$ cat config.mk
export PLATFORM = sky130hd
export DESIGN_NAME = ssc_ram
export DESIGN_NICKNAME = d
export VERILOG_FILES = /design/src/hw/rtl/ssc_ram.sv
export SDC_FILE = /design/constraint.sdc
export NUM_CORES = 1
export LEC_CHECK = 0
export ABC_AREA = 1
export ABC_CLOCK_PERIOD_IN_PS = 1510
export BUFFER_PORTS_ARGS = -buffer_cell sky130_fd_sc_hd__buf_4
export CORE_ASPECT_RATIO = 0.7
export CORE_MARGIN = 4
export CORE_UTILIZATION = 40
export DETAILED_ROUTE_END_ITERATION = 12
export GPL_TIMING_DRIVEN = 0
export SYNTH_ARGS = -nofsm -noshare
export SYNTH_HDL_FRONTEND = slang
export SYNTH_SLANG_ARGS = --single-unit
$ cat constraint.sdc
create_clock -name clk -period 1.51 [get_ports clk]
set_clock_uncertainty 0.15 [all_clocks]
set_input_delay 0.2265 -clock clk [delete_from_list [all_inputs] [get_ports clk]]
set_output_delay 0.2265 -clock clk [all_outputs]
set_load 0.01 [all_outputs]
$ cat src/hw/rtl/ssc_ram.sv
// Generic simple dual-port RAM with one write port and one registered read port.
// No dependencies.
module ssc_ram #(
    parameter int DATA_W = 8,
    parameter int DEPTH  = 16,
    parameter int ADDR_W = $clog2(DEPTH)
) (
    input  logic              clk,
    input  logic              we,
    input  logic [ADDR_W-1:0] waddr,
    input  logic [DATA_W-1:0] wdata,
    input  logic              re,
    input  logic [ADDR_W-1:0] raddr,
    output logic [DATA_W-1:0] rdata
);

    logic [DATA_W-1:0] mem [DEPTH];

    // Write port.
    always_ff @(posedge clk)
    begin
        if (we)
        begin
            mem[waddr] <= wdata;
        end
    end

    // Registered read port.
    always_ff @(posedge clk)
    begin
        if (re)
        begin
            rdata <= mem[raddr];
        end
    end

endmodule

Word level (Yosys, flattened, before mapping) --
Memories as Yosys holds them, arrays and structs flattened. A register that Yosys moved wholly into a read port is not among the register bits. Index checks and enable logic that the tools add are counted.
Storage, ports and cells: output and inout bits 8, bits of input ports 19, bits in writable memories 128, word-level logic and storage cells 3, memories 1, bits in registers 0
Cells by class: muxes and demuxes 2
Memory list:
- mem | depth 16, width 8, rd ports 1, clocked after memory_dff 1, write ports 1, RTL line 17 | logic [DATA_W-1:0] mem [DEPTH];
Operator list (count):
- 1-bit 2-to-1 mux | 2

Depth between registers and ports, before layout --
depth in word-level cells 2, mapped depth 8, depth with buffers taken out 7

Least setup slack after synthesis --
No wires, ideal clock.
path kind input -> register, start point input port waddr[2], end point memory mem[10][0], enable pin, data required time 0.990 ns, setup time 0.370 ns, cell stages on the path 2, path buffers 0, setup slack 0.183 ns, data arrival time 0.807 ns, cell sequence nand3b_1 -> nor2_1
RTL lines:
- from (decl) | RTL line 10 | input logic [ADDR_W-1:0] waddr,
- to (decl) | RTL line 17
Straight into the memory's write port.

Final worst setup path --
start point input port waddr[3], end point memory mem[5][4], enable pin
Straight into the memory's write port.

==> flow_summary.yaml <==
synth:
  syn-cell-area_mm2: 0.00585
  synth_top_area_frac: 0.698
  synth.distinct_cells: 11
  synth_top_area_cell: "edfxtp_1"
  yosys_warnings: 0
  synth_ff_type: "edfxtp_1"
  avgSynthCellArea_um2: 10.6
  synth_edf_count: 136
  synth_nets: 570
  synthesis.instances: 551
  synth.most_common_cell: "nand2_1"
  synthArstFlopShare: 0
  ys_seq_area_frac: 0.698
  synthTopCellsByCount: "173 x nand2_1, 136 x edfxtp_1, 100 x inv_1, 97 x nand3_1, 17 x nor2_1"
  synth_area_leaders: "edfxtp_1 70%, nand2_1 11%, nand3_1 8.3%"
  synth-seq-cells: 136
routing:
  via_per_inst: 4.85
  dr.first_iter.drc_count: 479
  drtPass1Iterations: 5
  ant_nets: 0
  routed_wl_mm: 14.7
  vias: 3871
  wl_per_cell_um: 18.4
  drcViolationCount: 0
layout:
  antenna_cells: 0
  drive_above_1_share: 0.122
  nets: 614
  syn_to_final_growth_pct: 16.0
  n_fill_cell: 1307
  register_area_mm2: 0.00408
  multiInputGateArea_mm2: 0.00122
  final_util: 0.481
  stdcell_count: 798
timing:
  finalHoldViolCount: 0
  period_needed_ns: 1.46
  fin_ws_ns: 0.0494
  maxSlewViolCount: 0
  rsz0062_at_grt: "true"
  max_slew_margin: 0.362
  worst_pin_slew_ns: 0.954
  finalCritPeriodShare: 0.967
  fmax_mhz: 685
  finalSetupViolations: 0
  hold_ws_ns: 0.0297
placed_design:
  hpwl_mm: 10.0
  globalplace.congestion: 0.884
  port_buffers: 23
  placed_cells: 764
  post-place-ws_ns: -0.355
cts:
  numCtsBuffers: 17
  clockBufferDepth: 2
  cts_root_buffer: "clkbuf_16"
  cts_tree: "yes"
  htree_levels: 4
  clk_pin_slew_ns: 0.05
  post_cts_buffers: 0
  insertion_delay_ns: 0.41
  clock-sinks: 136
critical_path:
  arrival_ns: 1.34
  end_kind: "flip-flop"
  worst-setup-path-type: "in -> reg"
  cp_max_fo: 8
  start_kind: "input port"
  required_ns: 1.39
global_route:
  antenna_found_initial: 0
  grt_pass1_vias: 3720
  grt-ovfl-total: 0
  grtUsageTotal: 0.186
  grt_pass1_wl_mm: 22.0
  grt_max_degree: 17
pwr:
  ir_worst_vdd_mv: 0.863
  leakage_nw: 2.90
  power_density_mw_per_mm2: 1240
worst_hold_path:
  hp-class: "in -> reg"
floorplan:
  core-area_mm2: 0.0141
  num_rows: 36
  dieArea_mm2: 0.0166
  die_w_um: 153
  start_util: 0.415
  die_h_um: 109
  io_pins: 27
run_status:
  status: "complete, no violations"
run:
  max-cap-violations: 0
[path summary, 6_finish.rpt]
check,from,cells after the start,slack [ns],endpoint
hold / removal,wdata[4],1,0.03,mem[11][4]
setup / recovery,waddr[3],3,0.05,mem[5][4]
hold reg to reg,mem[6][4],6,0.64,rdata[4]
setup reg to reg,mem[10][1],6,0.17,rdata[1]
[repair_timing]
item,CTS,global route
hold endpoints to repair,12,0
resized for setup,0,1
setup endpoints to repair,0,10
hold buffers,2,0
[layout make-up]
class	count	share of cell area
Timing Repair Buffer	25	0.0284
Clock buffer	22	0.0655
Clock inverter	10	0.00830
Tap cell	190	0.0351
Sequential cell	136	0.602
Inverter	102	0.0565
Multi-Input combinational cell	289	0.179
Buffer	24	0.0245
[flip-flops by register name, summed over array words and instances, names as in the netlist]
register and cells:
rdata 8, mem 128
[report_power, final]
group / switching, W / total [W] / internal [W]
registers: 0.0000197 / 0.00428 / 0.00426
logic: 0.000411 / 0.000595 / 0.000183
clock network: 0.00145 / 0.00351 / 0.00207
[through the flow]
stage / power (W) / area (µm²) / TNS (ns)
2_1_floorplan: 0.00466 / 5850 / 0
3_3_place_gp: 0.00493 / 6260 / -31.32
3_5_place_dp: 0.00494 / 6260 / -33.84
4_1_cts: 0.00842 / 6780 / 0
5_1_grt: 0.00866 / 6780 / -0.194
6_report: 0.00838 / 6780 / 0
[placed cells by master (no fill, tap or decap), drive strengths merged]
master	count
buf	47
clkbuf	22
clkinv	8
clkinvlp	2
dlygate4sd3	2
edfxtp	136
inv	102
nand2	173
nand3	97
nand3b	2
nor2	17
[layer usage]
| metal | track usage | vias up | wire length, µm |
|---|---|---|---|
| met2 | 0.252 | 146 | 5830 |
| li1 | - | 1870 | - |
| met5 | 0 | - | 0 |
| met4 | 0.0661 | 0 | 215 |
| met3 | 0.0587 | 19 | 1300 |
| met1 | 0.280 | 1836 | 7330 |
[critical path: stages]
cell	delay, ns
buf_4	0.12
nand3b_1	0.25
nor2_1	0.73
[kinds of logic after synthesis]
kind of cell  share of synthesized area
simple gates                      0.208
flops                             0.698
buf+inv                          0.0939
(Power assumes the default switching activity.)
