File: config.mk
export PLATFORM = sky130hd
export DESIGN_NAME = ssc_ctrl
export DESIGN_NICKNAME = d
export VERILOG_FILES = /design/src/hw/rtl/ssc_pkg.sv /design/src/hw/rtl/ssc_ctrl.sv
export SDC_FILE = /design/constraint.sdc
export NUM_CORES = 1
export LEC_CHECK = 0
export BUFFER_PORTS_ARGS = -buffer_cell sky130_fd_sc_hd__buf_2
export CORE_MARGIN = 4
export CORE_UTILIZATION = 35
export CTS_BUF_LIST = sky130_fd_sc_hd__clkbuf_16
export DETAILED_ROUTE_END_ITERATION = 7
export SETUP_SLACK_MARGIN = 0.1
export SYNTH_ARGS = -nofsm -noshare
export SYNTH_HDL_FRONTEND = slang
export SYNTH_SLANG_ARGS = --single-unit
File: constraint.sdc
create_clock -name clk -period 5.55 [get_ports clk]
set_input_delay 1.11 -clock clk [delete_from_list [all_inputs] [get_ports clk]]
set_output_delay 1.11 -clock clk [all_outputs]
set_load 0.05 [all_outputs]
File: src/hw/rtl/ssc_pkg.sv
// Package for the sorted sparse coefficient store: sizes, action and status codes,
// the entry and result types and the list address helper.
// No dependencies; ssc_ctrl and the top-level store use it.
package ssc_pkg;

    // Store geometry.
    localparam int MAX_ORDER         = 8;
    localparam int ENTRIES_PER_ORDER = 64;
    localparam int STORE_DEPTH       = MAX_ORDER * ENTRIES_PER_ORDER;

    // Field widths fixed by the interface.
    localparam int ACTION_W = 2;
    localparam int ORDER_W  = 4;
    localparam int KEY_W    = 32;
    localparam int COEF_W   = 64;
    localparam int STATUS_W = 2;
    localparam int CFG_W    = 4;

    // Derived widths.
    localparam int LIST_W = (MAX_ORDER > 1) ? $clog2(MAX_ORDER) : 1;
    localparam int CNT_W  = $clog2(ENTRIES_PER_ORDER + 1);
    localparam int ADDR_W = $clog2(STORE_DEPTH);
    localparam int LIM_W  = ORDER_W + 1;

    localparam logic [ADDR_W-1:0] ENTRIES_A = ADDR_W'(ENTRIES_PER_ORDER);
    localparam logic [CNT_W-1:0]  ENTRIES_C = CNT_W'(ENTRIES_PER_ORDER);
    localparam logic [LIM_W-1:0]  MAX_ORDER_L = LIM_W'(MAX_ORDER);

    // Reset value of the orders_in_use register.
    localparam logic [CFG_W-1:0] ORDERS_RESET = 4'd2;

    // Action codes.
    localparam logic [ACTION_W-1:0] ACT_GET   = 2'd0;
    localparam logic [ACTION_W-1:0] ACT_SET   = 2'd1;
    localparam logic [ACTION_W-1:0] ACT_CLEAR = 2'd2;

    // Status codes.
    localparam logic [STATUS_W-1:0] ST_OK      = 2'd0;
    localparam logic [STATUS_W-1:0] ST_FULL    = 2'd1;
    localparam logic [STATUS_W-1:0] ST_IGNORED = 2'd2;

    // One stored list entry.
    typedef struct packed {
        logic [KEY_W-1:0]  key;
        logic [COEF_W-1:0] value;
    } entry_t;

    localparam int ENTRY_W = $bits(entry_t);

    // One result word as handed from the sequencer to the output register.
    typedef struct packed {
        logic [COEF_W-1:0]   coef;
        logic                found;
        logic [STATUS_W-1:0] status;
    } result_t;

    // Memory address of a position within a list.
    function automatic logic [ADDR_W-1:0] entry_addr(input logic [LIST_W-1:0] lst,
                                                     input logic [CNT_W-1:0]  pos);
        entry_addr = ADDR_W'(lst) * ENTRIES_A + ADDR_W'(pos);
    endfunction

endpackage

File: src/hw/rtl/ssc_ctrl.sv
// Sequencer of the coefficient store: binary search, overwrite and shifting insert
// over the entry memory, plus the real part and the per-list fill counts.
// Depends on ssc_pkg.
module ssc_ctrl (
    input  logic                            clk,
    input  logic                            rst_n,
    // Incoming word.
    input  logic                            start,
    output logic                            idle,
    input  logic [ssc_pkg::ACTION_W-1:0]    action,
    input  logic [ssc_pkg::ORDER_W-1:0]     order,
    input  logic [ssc_pkg::KEY_W-1:0]       direction_index,
    input  logic [ssc_pkg::COEF_W-1:0]      coefficient_in,
    input  logic [ssc_pkg::CFG_W-1:0]       orders_in_use,
    // Finished result.
    output logic                            res_valid,
    input  logic                            res_take,
    output ssc_pkg::result_t                res,
    // Entry memory.
    output logic                            mem_we,
    output logic [ssc_pkg::ADDR_W-1:0]      mem_waddr,
    output ssc_pkg::entry_t                 mem_wdata,
    output logic                            mem_re,
    output logic [ssc_pkg::ADDR_W-1:0]      mem_raddr,
    input  ssc_pkg::entry_t                 mem_rdata
);

    localparam logic [2:0] S_IDLE = 3'd0;
    localparam logic [2:0] S_SRCH = 3'd1;
    localparam logic [2:0] S_SCMP = 3'd2;
    localparam logic [2:0] S_PCHK = 3'd3;
    localparam logic [2:0] S_SHRD = 3'd4;
    localparam logic [2:0] S_SHWR = 3'd5;
    localparam logic [2:0] S_DONE = 3'd6;

    localparam int CW = ssc_pkg::CNT_W;

    logic [2:0] state_reg, state_next;
    logic [CW-1:0] counts_reg [ssc_pkg::MAX_ORDER];
    logic [CW-1:0] counts_next [ssc_pkg::MAX_ORDER];
    logic [ssc_pkg::COEF_W-1:0] real_reg, real_next;

    logic [ssc_pkg::ACTION_W-1:0] act_reg, act_next;
    logic [ssc_pkg::KEY_W-1:0]    key_reg, key_next;
    logic [ssc_pkg::COEF_W-1:0]   val_reg, val_next;
    logic [ssc_pkg::LIST_W-1:0]   lst_reg, lst_next;
    logic [CW-1:0] n_reg, n_next;
    logic [CW-1:0] lo_reg, lo_next;
    logic [CW-1:0] hi_reg, hi_next;
    logic [CW-1:0] k_reg, k_next;
    ssc_pkg::result_t res_reg, res_next;

    logic [CW-1:0] mid;
    logic [ssc_pkg::LIM_W-1:0] limit;
    logic [ssc_pkg::ORDER_W-1:0] order_m1;
    logic [ssc_pkg::LIST_W-1:0] lst_in;
    logic do_resolve;
    logic hit_now;

    // Midpoint of the search window, active list limit and the list slot of an order.
    assign mid      = lo_reg + ((hi_reg - lo_reg) >> 1);
    assign limit    = ({1'b0, orders_in_use} < ssc_pkg::MAX_ORDER_L)
                      ? {1'b0, orders_in_use} : ssc_pkg::MAX_ORDER_L;
    assign order_m1 = order - ssc_pkg::ORDER_W'(1);
    assign lst_in   = order_m1[ssc_pkg::LIST_W-1:0];

    assign idle      = (state_reg == S_IDLE);
    assign res_valid = (state_reg == S_DONE);
    assign res       = res_reg;

    // Next-state and memory access logic.
    always_comb
    begin
        state_next  = state_reg;
        counts_next = counts_reg;
        real_next   = real_reg;
        act_next    = act_reg;
        key_next    = key_reg;
        val_next    = val_reg;
        lst_next    = lst_reg;
        n_next      = n_reg;
        lo_next     = lo_reg;
        hi_next     = hi_reg;
        k_next      = k_reg;
        res_next    = res_reg;
        mem_we      = 1'b0;
        mem_waddr   = '0;
        mem_wdata   = '0;
        mem_re      = 1'b0;
        mem_raddr   = '0;
        do_resolve  = 1'b0;
        hit_now     = 1'b0;

        unique case (state_reg)
            S_IDLE:
            begin
                if (start)
                begin
                    act_next   = action;
                    key_next   = direction_index;
                    val_next   = coefficient_in;
                    res_next   = '0;
                    state_next = S_DONE;
                    unique case (action) inside
                        ssc_pkg::ACT_CLEAR:
                        begin
                            real_next = coefficient_in;
                            for (int i = 0; i < ssc_pkg::MAX_ORDER; i++)
                            begin
                                counts_next[i] = '0;
                            end
                        end
                        ssc_pkg::ACT_GET, ssc_pkg::ACT_SET:
                        begin
                            if (order == '0)
                            begin
                                if (action == ssc_pkg::ACT_GET)
                                begin
                                    res_next.coef = real_reg;
                                end
                                else
                                begin
                                    real_next = coefficient_in;
                                end
                            end
                            else if ({1'b0, order} > limit)
                            begin
                                res_next.status = ssc_pkg::ST_IGNORED;
                            end
                            else
                            begin
                                lst_next   = lst_in;
                                n_next     = counts_reg[lst_in];
                                lo_next    = '0;
                                hi_next    = counts_reg[lst_in];
                                state_next = S_SRCH;
                            end
                        end
                        default:
                        begin
                            res_next = '0;
                        end
                    endcase
                end
            end

            // Issue the probe of the midpoint, or of the final position.
            S_SRCH:
            begin
                if (lo_reg < hi_reg)
                begin
                    mem_re     = 1'b1;
                    mem_raddr  = ssc_pkg::entry_addr(lst_reg, mid);
                    state_next = S_SCMP;
                end
                else if (lo_reg < n_reg)
                begin
                    mem_re     = 1'b1;
                    mem_raddr  = ssc_pkg::entry_addr(lst_reg, lo_reg);
                    state_next = S_PCHK;
                end
                else
                begin
                    do_resolve = 1'b1;
                    hit_now    = 1'b0;
                end
            end

            // Narrow the window with the key read at the midpoint.
            S_SCMP:
            begin
                if (mem_rdata.key < key_reg)
                begin
                    lo_next = mid + CW'(1);
                end
                else
                begin
                    hi_next = mid;
                end
                state_next = S_SRCH;
            end

            S_PCHK:
            begin
                do_resolve = 1'b1;
                hit_now    = (mem_rdata.key == key_reg);
            end

            // Move one entry up per read (S_SHRD) and write-back (S_SHWR), then place the new one.
            S_SHRD:
            begin
                if (k_reg > lo_reg)
                begin
                    mem_re     = 1'b1;
                    mem_raddr  = ssc_pkg::entry_addr(lst_reg, k_reg - CW'(1));
                    state_next = S_SHWR;
                end
                else
                begin
                    mem_we               = 1'b1;
                    mem_waddr            = ssc_pkg::entry_addr(lst_reg, lo_reg);
                    mem_wdata.key        = key_reg;
                    mem_wdata.value      = val_reg;
                    counts_next[lst_reg] = n_reg + CW'(1);
                    state_next           = S_DONE;
                end
            end

            S_SHWR:
            begin
                mem_we     = 1'b1;
                mem_waddr  = ssc_pkg::entry_addr(lst_reg, k_reg);
                mem_wdata  = mem_rdata;
                k_next     = k_reg - CW'(1);
                state_next = S_SHRD;
            end

            S_DONE:
            begin
                if (res_take)
                begin
                    state_next = S_IDLE;
                end
            end

            default:
            begin
                state_next = S_IDLE;
            end
        endcase

        // The search has settled: act on the position and the hit flag.
        if (do_resolve)
        begin
            res_next.found = hit_now;
            state_next     = S_DONE;
            if (act_reg == ssc_pkg::ACT_GET)
            begin
                if (hit_now)
                begin
                    res_next.coef = mem_rdata.value;
                end
            end
            else if (hit_now)
            begin
                mem_we          = 1'b1;
                mem_waddr       = ssc_pkg::entry_addr(lst_reg, lo_reg);
                mem_wdata.key   = key_reg;
                mem_wdata.value = val_reg;
            end
            else if (n_reg >= ssc_pkg::ENTRIES_C)
            begin
                res_next.status = ssc_pkg::ST_FULL;
            end
            else
            begin
                k_next     = n_reg;
                state_next = S_SHRD;
            end
        end
    end

    // Control state, fill counts and real part.
    always_ff @(posedge clk or negedge rst_n)
    begin
        if (!rst_n)
        begin
            state_reg <= S_IDLE;
            real_reg  <= '0;
            for (int i = 0; i < ssc_pkg::MAX_ORDER; i++)
            begin
                counts_reg[i] <= '0;
            end
        end
        else
        begin
            state_reg  <= state_next;
            real_reg   <= real_next;
            counts_reg <= counts_next;
        end
    end

    // Working registers of the current word.
    always_ff @(posedge clk)
    begin
        act_reg <= act_next;
        key_reg <= key_next;
        val_reg <= val_next;
        lst_reg <= lst_next;
        n_reg   <= n_next;
        lo_reg  <= lo_next;
        hi_reg  <= hi_next;
        k_reg   <= k_next;
        res_reg <= res_next;
    end

endmodule

# Word level (Yosys, flattened, before mapping)
# Cells that the tools add are included.
# op_classes
order_cmp	10
n_eq_ne	23
n_mux	85
add_sub_neg	10
n_bitwise	4
n_reduce_logical	19
# op_table
op	n
$mux W64	7
$mux W96	4
$mux W67	3
$pmux W96 S2	1
$mux W56	3
$pmux W64 S2	1
$mux W7	18
$pmux W56 S2	1
$mux W9	7
$bwmux W56	1
$add A9 B7 Y9	4
$pmux W9 S2	2
$eq A32 B32 Y1	1
$lt A32 B32 Y1	1
$pmux W7 S2	2
$mux W3	8
$bmux W7 S3	1
$demux W7 S3	1
$pmux W3 S7	1
$mux W2	10
$ne A2 B2 Y1 const B	9
$add A7 B1 Y7 const B	2
$lt A7 B7 Y1	2
$reduce_and A6 Y1	2
other kinds (33)	59
# word_totals
elab_cells	172
out_inout_bits	185
reg_bits	319
inputBits	206

# Logic depth before layout (Yosys ltp)
# depth
depth_word	12
depth_mapped	18
ltp_nobuf	18

# Worst setup path before layout
# No wires, ideal clock.
# synth_path
path_type	register to register
from	register state_reg[2]
to	register real_reg[10] in the netlist's numbering
n_path_buf	2
setup_time_ns	0.125
period_less_slack_ns	5.667
path_stages_with_launch	8
arrival_ns	5.543
required_ns	5.425
path_slack_ns	-0.117
cell_sequence	dfrtp_1 > clkbuf_1 > nor3_1 > nand2_1 > inv_1 > nand3_1 > clkbuf_1 > mux2_2
# synth_between
elab_chain_len	2
# synth_lines
element	line_no	rtl
start, declared	ssc_ctrl.sv:38	logic [2:0] state_reg, state_next;
start signal, assigned	ssc_ctrl.sv:277	state_reg <= state_next;
$logic_not A3 Y1	n/a	
via idle	ssc_ctrl.sv:9	output logic idle,
$reduce_and A5 Y1 (no source line)	n/a	
end signal, assigned	ssc_ctrl.sv:278	real_reg <= real_next;
end, declared	ssc_ctrl.sv:41	logic [ssc_pkg::COEF_W-1:0] real_reg, real_next;
# The timed path passes the listed nets, and every way through them passes these cells.
# A chain may end at the register's enable or synchronous reset.

# Worst setup path after layout
# layout_path
from	register hi_reg[0]
to	output port mem_raddr[8] in the netlist's numbering
# layout_between
elab_chain_len	5
elab_cells_between_ends	6
cone_classes	add/sub (3); order compare (1); mux (2)
# layout_lines
element	line_no	rtl
start, declared	ssc_ctrl.sv:49	logic [CW-1:0] hi_reg, hi_next;
start signal, assigned	ssc_ctrl.sv:292	hi_reg <= hi_next;
$sub A7 B7 Y7	ssc_ctrl.sv:61	assign mid = lo_reg + ((hi_reg - lo_reg) >> 1);
$add A7 B6 Y7	ssc_ctrl.sv:61	
$add A9 B7 Y9	ssc_pkg.sv:60	entry_addr = ADDR_W'(lst) * ENTRIES_A + ADDR_W'(pos);
$mux W9 (*)	ssc_ctrl.sv:150	if (lo_reg < hi_reg)
$pmux W9 S2 (*)	ssc_ctrl.sv:94	unique case (state_reg)
end, declared	ssc_ctrl.sv:24	output logic [ssc_pkg::ADDR_W-1:0] mem_raddr,
# Every way passes the cells marked *; elsewhere a longest branch is shown, timed or not.

==> impl_metrics.yaml <==
power_and_ir_drop:
  irDropWorstVdd_mv: 0.4109
  p_per_area_mw_per_mm2: 634.8
  leakage_uw: 0.008853
sta:
  tightest_slew_ns: 1.011
  tns_ns: 0
  setup_viol: 0
  relSlewSlack_pct: 32.59
  fin_skew_ns: 0.01401
  finalMaxSlewViolations: 0
  layout_min_cycle_time_ns: 5.189
  fmax_mhz: 192.7
  hold_viol_final: 0
  finalCritPeriodShare_pct: 93.50
  rsz0062_at_grt: "true"
setup_path:
  startpoint_type: "flop"
  cpPeakStageDelay_ns: 0.39
  cp_num_buf_inv: 3
  crit_type: "flop to output pin"
  end_kind: "output pin"
  cpMostUsedCell: "ha_1"
  critical_path.max_fanout: 6
  crit_required_ns: 4.44
  cp.arrival_ns: 4.08
  cpMaxStageDelayCell: "fa_1"
  cpLargestDelayFamily: "adder cells"
  worstPathCellList: "inv_1, ha_1, inv_1, fa_1, a21o_1, a21oi_2, o21bai_1, a21oi_1, xnor2_1, ha_2, a311oi_2, o211ai_1, ha_1, ha_1, xor2_1, nand3_1, o211ai_1, buf_4"
logic_synthesis:
  yosys.area.top_type: "edfxtp_1"
  netlist.area_leader.share_pct: 23.81
  synth_top_family_by_area: "compound AO/OA/AOI/OAI gates"
  yosys_warnings: 0
  synth_ff_type: "edfxtp_1"
  yosysMostFrequentCell: "a22o_1"
  synth_compound_area_share_pct: 18.15
  synthAdderAreaFrac_pct: 6.549
  synth-simple-area-share_pct: 8.162
  synthArstFlopShare_pct: 38.56
  synthMuxAreaShare_pct: 8.170
  synth_cells: 1338
  synth_area_leaders: "edfxtp_1 24%, dfrtp_1 20%, dfxtp_1 9.4%"
  synth-seq-cells: 319
  synth-xor-area-share_pct: 1.920
  syn_area_mm2: 0.01551
  ys_top_cells_by_count: "142 x a22o_1, 123 x dfrtp_1, 123 x edfxtp_1, 116 x nor2_1, 90 x a21oi_1"
  synth_edf_count: 123
  syn_nets: 1624
  syn_avg_cell_area_um2: 11.59
  synth_cell_types: 68
  seq_area_frac_synth_pct: 53.07
floorplanning:
  initial_core_util_pct: 35.70
  fp.coreArea_mm2: 0.04346
  die_area_mm2: 0.04776
  die_w_um: 218.5
  ios: 391
  rows: 76
  die_height_um: 218.5
routing:
  drt_iter0_drc: 759
  drt_wl_total_um: 49240
  vias: 12512
  routedWlPerCell_um: 21.14
  drtAntennaViolNets: 0
  drc: 0
  vias_per_cell: 5.372
  dr.pass1.iters: 7
outcome:
  outcome: "complete, no violations"
grt:
  grt_pass1_wl_um: 74250
  antenna_found_initial: 7
  grtUsageTotal_pct: 19.78
  grt_pass1_vias: 12688
  overflow: 0
  grt_max_degree: 129
clocking:
  cts_max_path_buffers: 3
  ctsHoldBuffers: 0
  htree_levels: 2
  clock_latency_ns: 0.54
  clkSinkCount: 319
  numCtsBuffers: 38
  cts_tree: "yes"
  cts_root_buf: "clkbuf_16"
  path_clk_slew_ns: 0.06
cells_and_area:
  fill_cells: 4122
  fin_util_pct: 44.37
  final_nets: 1999
  drive_gt1_share_pct: 32.84
  largest_register_ffs: 67
  areaGrowthSynthToFinish_pct: 24.29
placed_design:
  dpl.hpwl_um: 35260
  io_buffers: 390
  gp_routability_congestion: 0.8958
flow_run:
  max_cap_viol_count: 0
worst_hold_path:
  hold_path.class: "flop to flop"
-- worst paths after layout --
| check | from | end | slack, ns | cells after the start |
|---|---|---|---|---|
| min in group asynchronous | rst_n | real_reg[35] | 0.48 | 1 |
| worst max-delay path | hi_reg[0] | mem_raddr[8] | 0.36 | 18 |
| worst min-delay path | res[0] | res[0] | 0.47 | 1 |
| worst max register to register | hi_reg[0] | lo_reg[6] | 1.88 | 15 |
| worst min register to register | res[0] | res[0] | 0.47 | 1 |
| max in group asynchronous | rst_n | counts_reg[10] | 3.99 | 2 |
-- per-layer routing --
metal / track usage [%] / wire, µm / up-vias
li1: - / - / 5780
met2: 32.01 / 23050 / 528
met4: 6.151 / 1316 / 10
met1: 25.87 / 20470 / 6107
met5: 0 / 59 / -
met3: 5.576 / 4344 / 87
-- layout make-up --
class	count	area (µm²)	share of cell area, %
clock buffers	39	975.9	5.061
well taps	585	732.0	3.796
clock inverters	30	175.2	0.9084
flip-flops and latches	319	8233	42.70
repair buffers	416	2195	11.38
multi-input cells	872	6714	34.82
diodes	2	5.005	0.02596
inverters	66	252.7	1.311
-- power by group --
part | leakage (µW) | switching, µW | internal [µW] | total (µW)
sequential | 0.00331 | 408 | 3210 | 3620
clock | 0.000614 | 991 | 1320 | 2310
combinational | 0.00493 | 4090 | 2220 | 6310
total | 0.00885 | 5490 | 6750 | 12200
-- worst reg2reg max path: cells and delay by family (launching register included) --
| kind | cells | cell delay (ns) |
|---|---|---|
| fa+ha+maj | 3 | 0.87 |
| simple gates | 3 | 1.02 |
| buf+inv | 2 | 0.11 |
| flops | 1 | 0.35 |
| compound gates | 5 | 0.78 |
| xor+xnor | 2 | 0.27 |
-- stage by stage --
| step | worst slack, ns | total power (µW) | hold WS, ns | area, µm² | std cells |
|---|---|---|---|---|---|
| 4_1_cts | 0.1025 | 12200 | 0.4556 | 19220 | 2322 |
| 3_3_place_gp | 0.6659 | 9710 | 0.4583 | 18050 | 2252 |
| 5_1_grt | 0.08841 | 12960 | 0.4767 | 19280 | 2327 |
| 6_report | 0.3606 | 12240 | 0.4725 | 19280 | 2329 |
| 3_5_place_dp | 0.5543 | 9786 | 0.4626 | 18050 | 2252 |
| 2_1_floorplan | 0.6379 | 8176 | 0.4433 | 15520 | 1338 |
-- cell families (layout without fill, tap and decap cells) --
kind of cell	after synthesis	in the layout
compound gates	390	390
flops	319	319
simple gates	268	268
buf+inv	147	551
mux	100	100
fa+ha+maj	80	80
xor+xnor	34	34
other cells	0	2
-- layout by cell type, fill, tap and decap left out, types with 5 or more instances in the layout --
cell / n
mux2_2: 73
nor2b_1: 9
xor2_1: 14
inv_1: 77
buf_4: 27
ha_1: 77
buf_2: 386
o31ai_1: 5
o211ai_1: 6
a22o_1: 142
mux2i_1: 13
nand2_1: 51
o21ai_0: 32
mux4_2: 14
clkinv_2: 6
nor3_1: 18
nand2b_1: 8
a21oi_1: 89
edfxtp_1: 123
a22oi_1: 65
dfxtp_1: 73
nand3_1: 15
dfrtp_1: 123
nor2_1: 116
xnor2_1: 20
clkinv_1: 8
clkbuf_16: 39
nand4_1: 10
or3_1: 5
a31oi_1: 5
o22ai_1: 14
and2_1: 8
-- repair_timing --
item | in CTS | in global routing
gates cloned | 0 | 0
setup endpoints to repair | 3 | 4
setup buffers | 1 | 5
pin swaps | 1 | 3
resized for setup | 3 | 4
(Power assumes the default switching activity.)
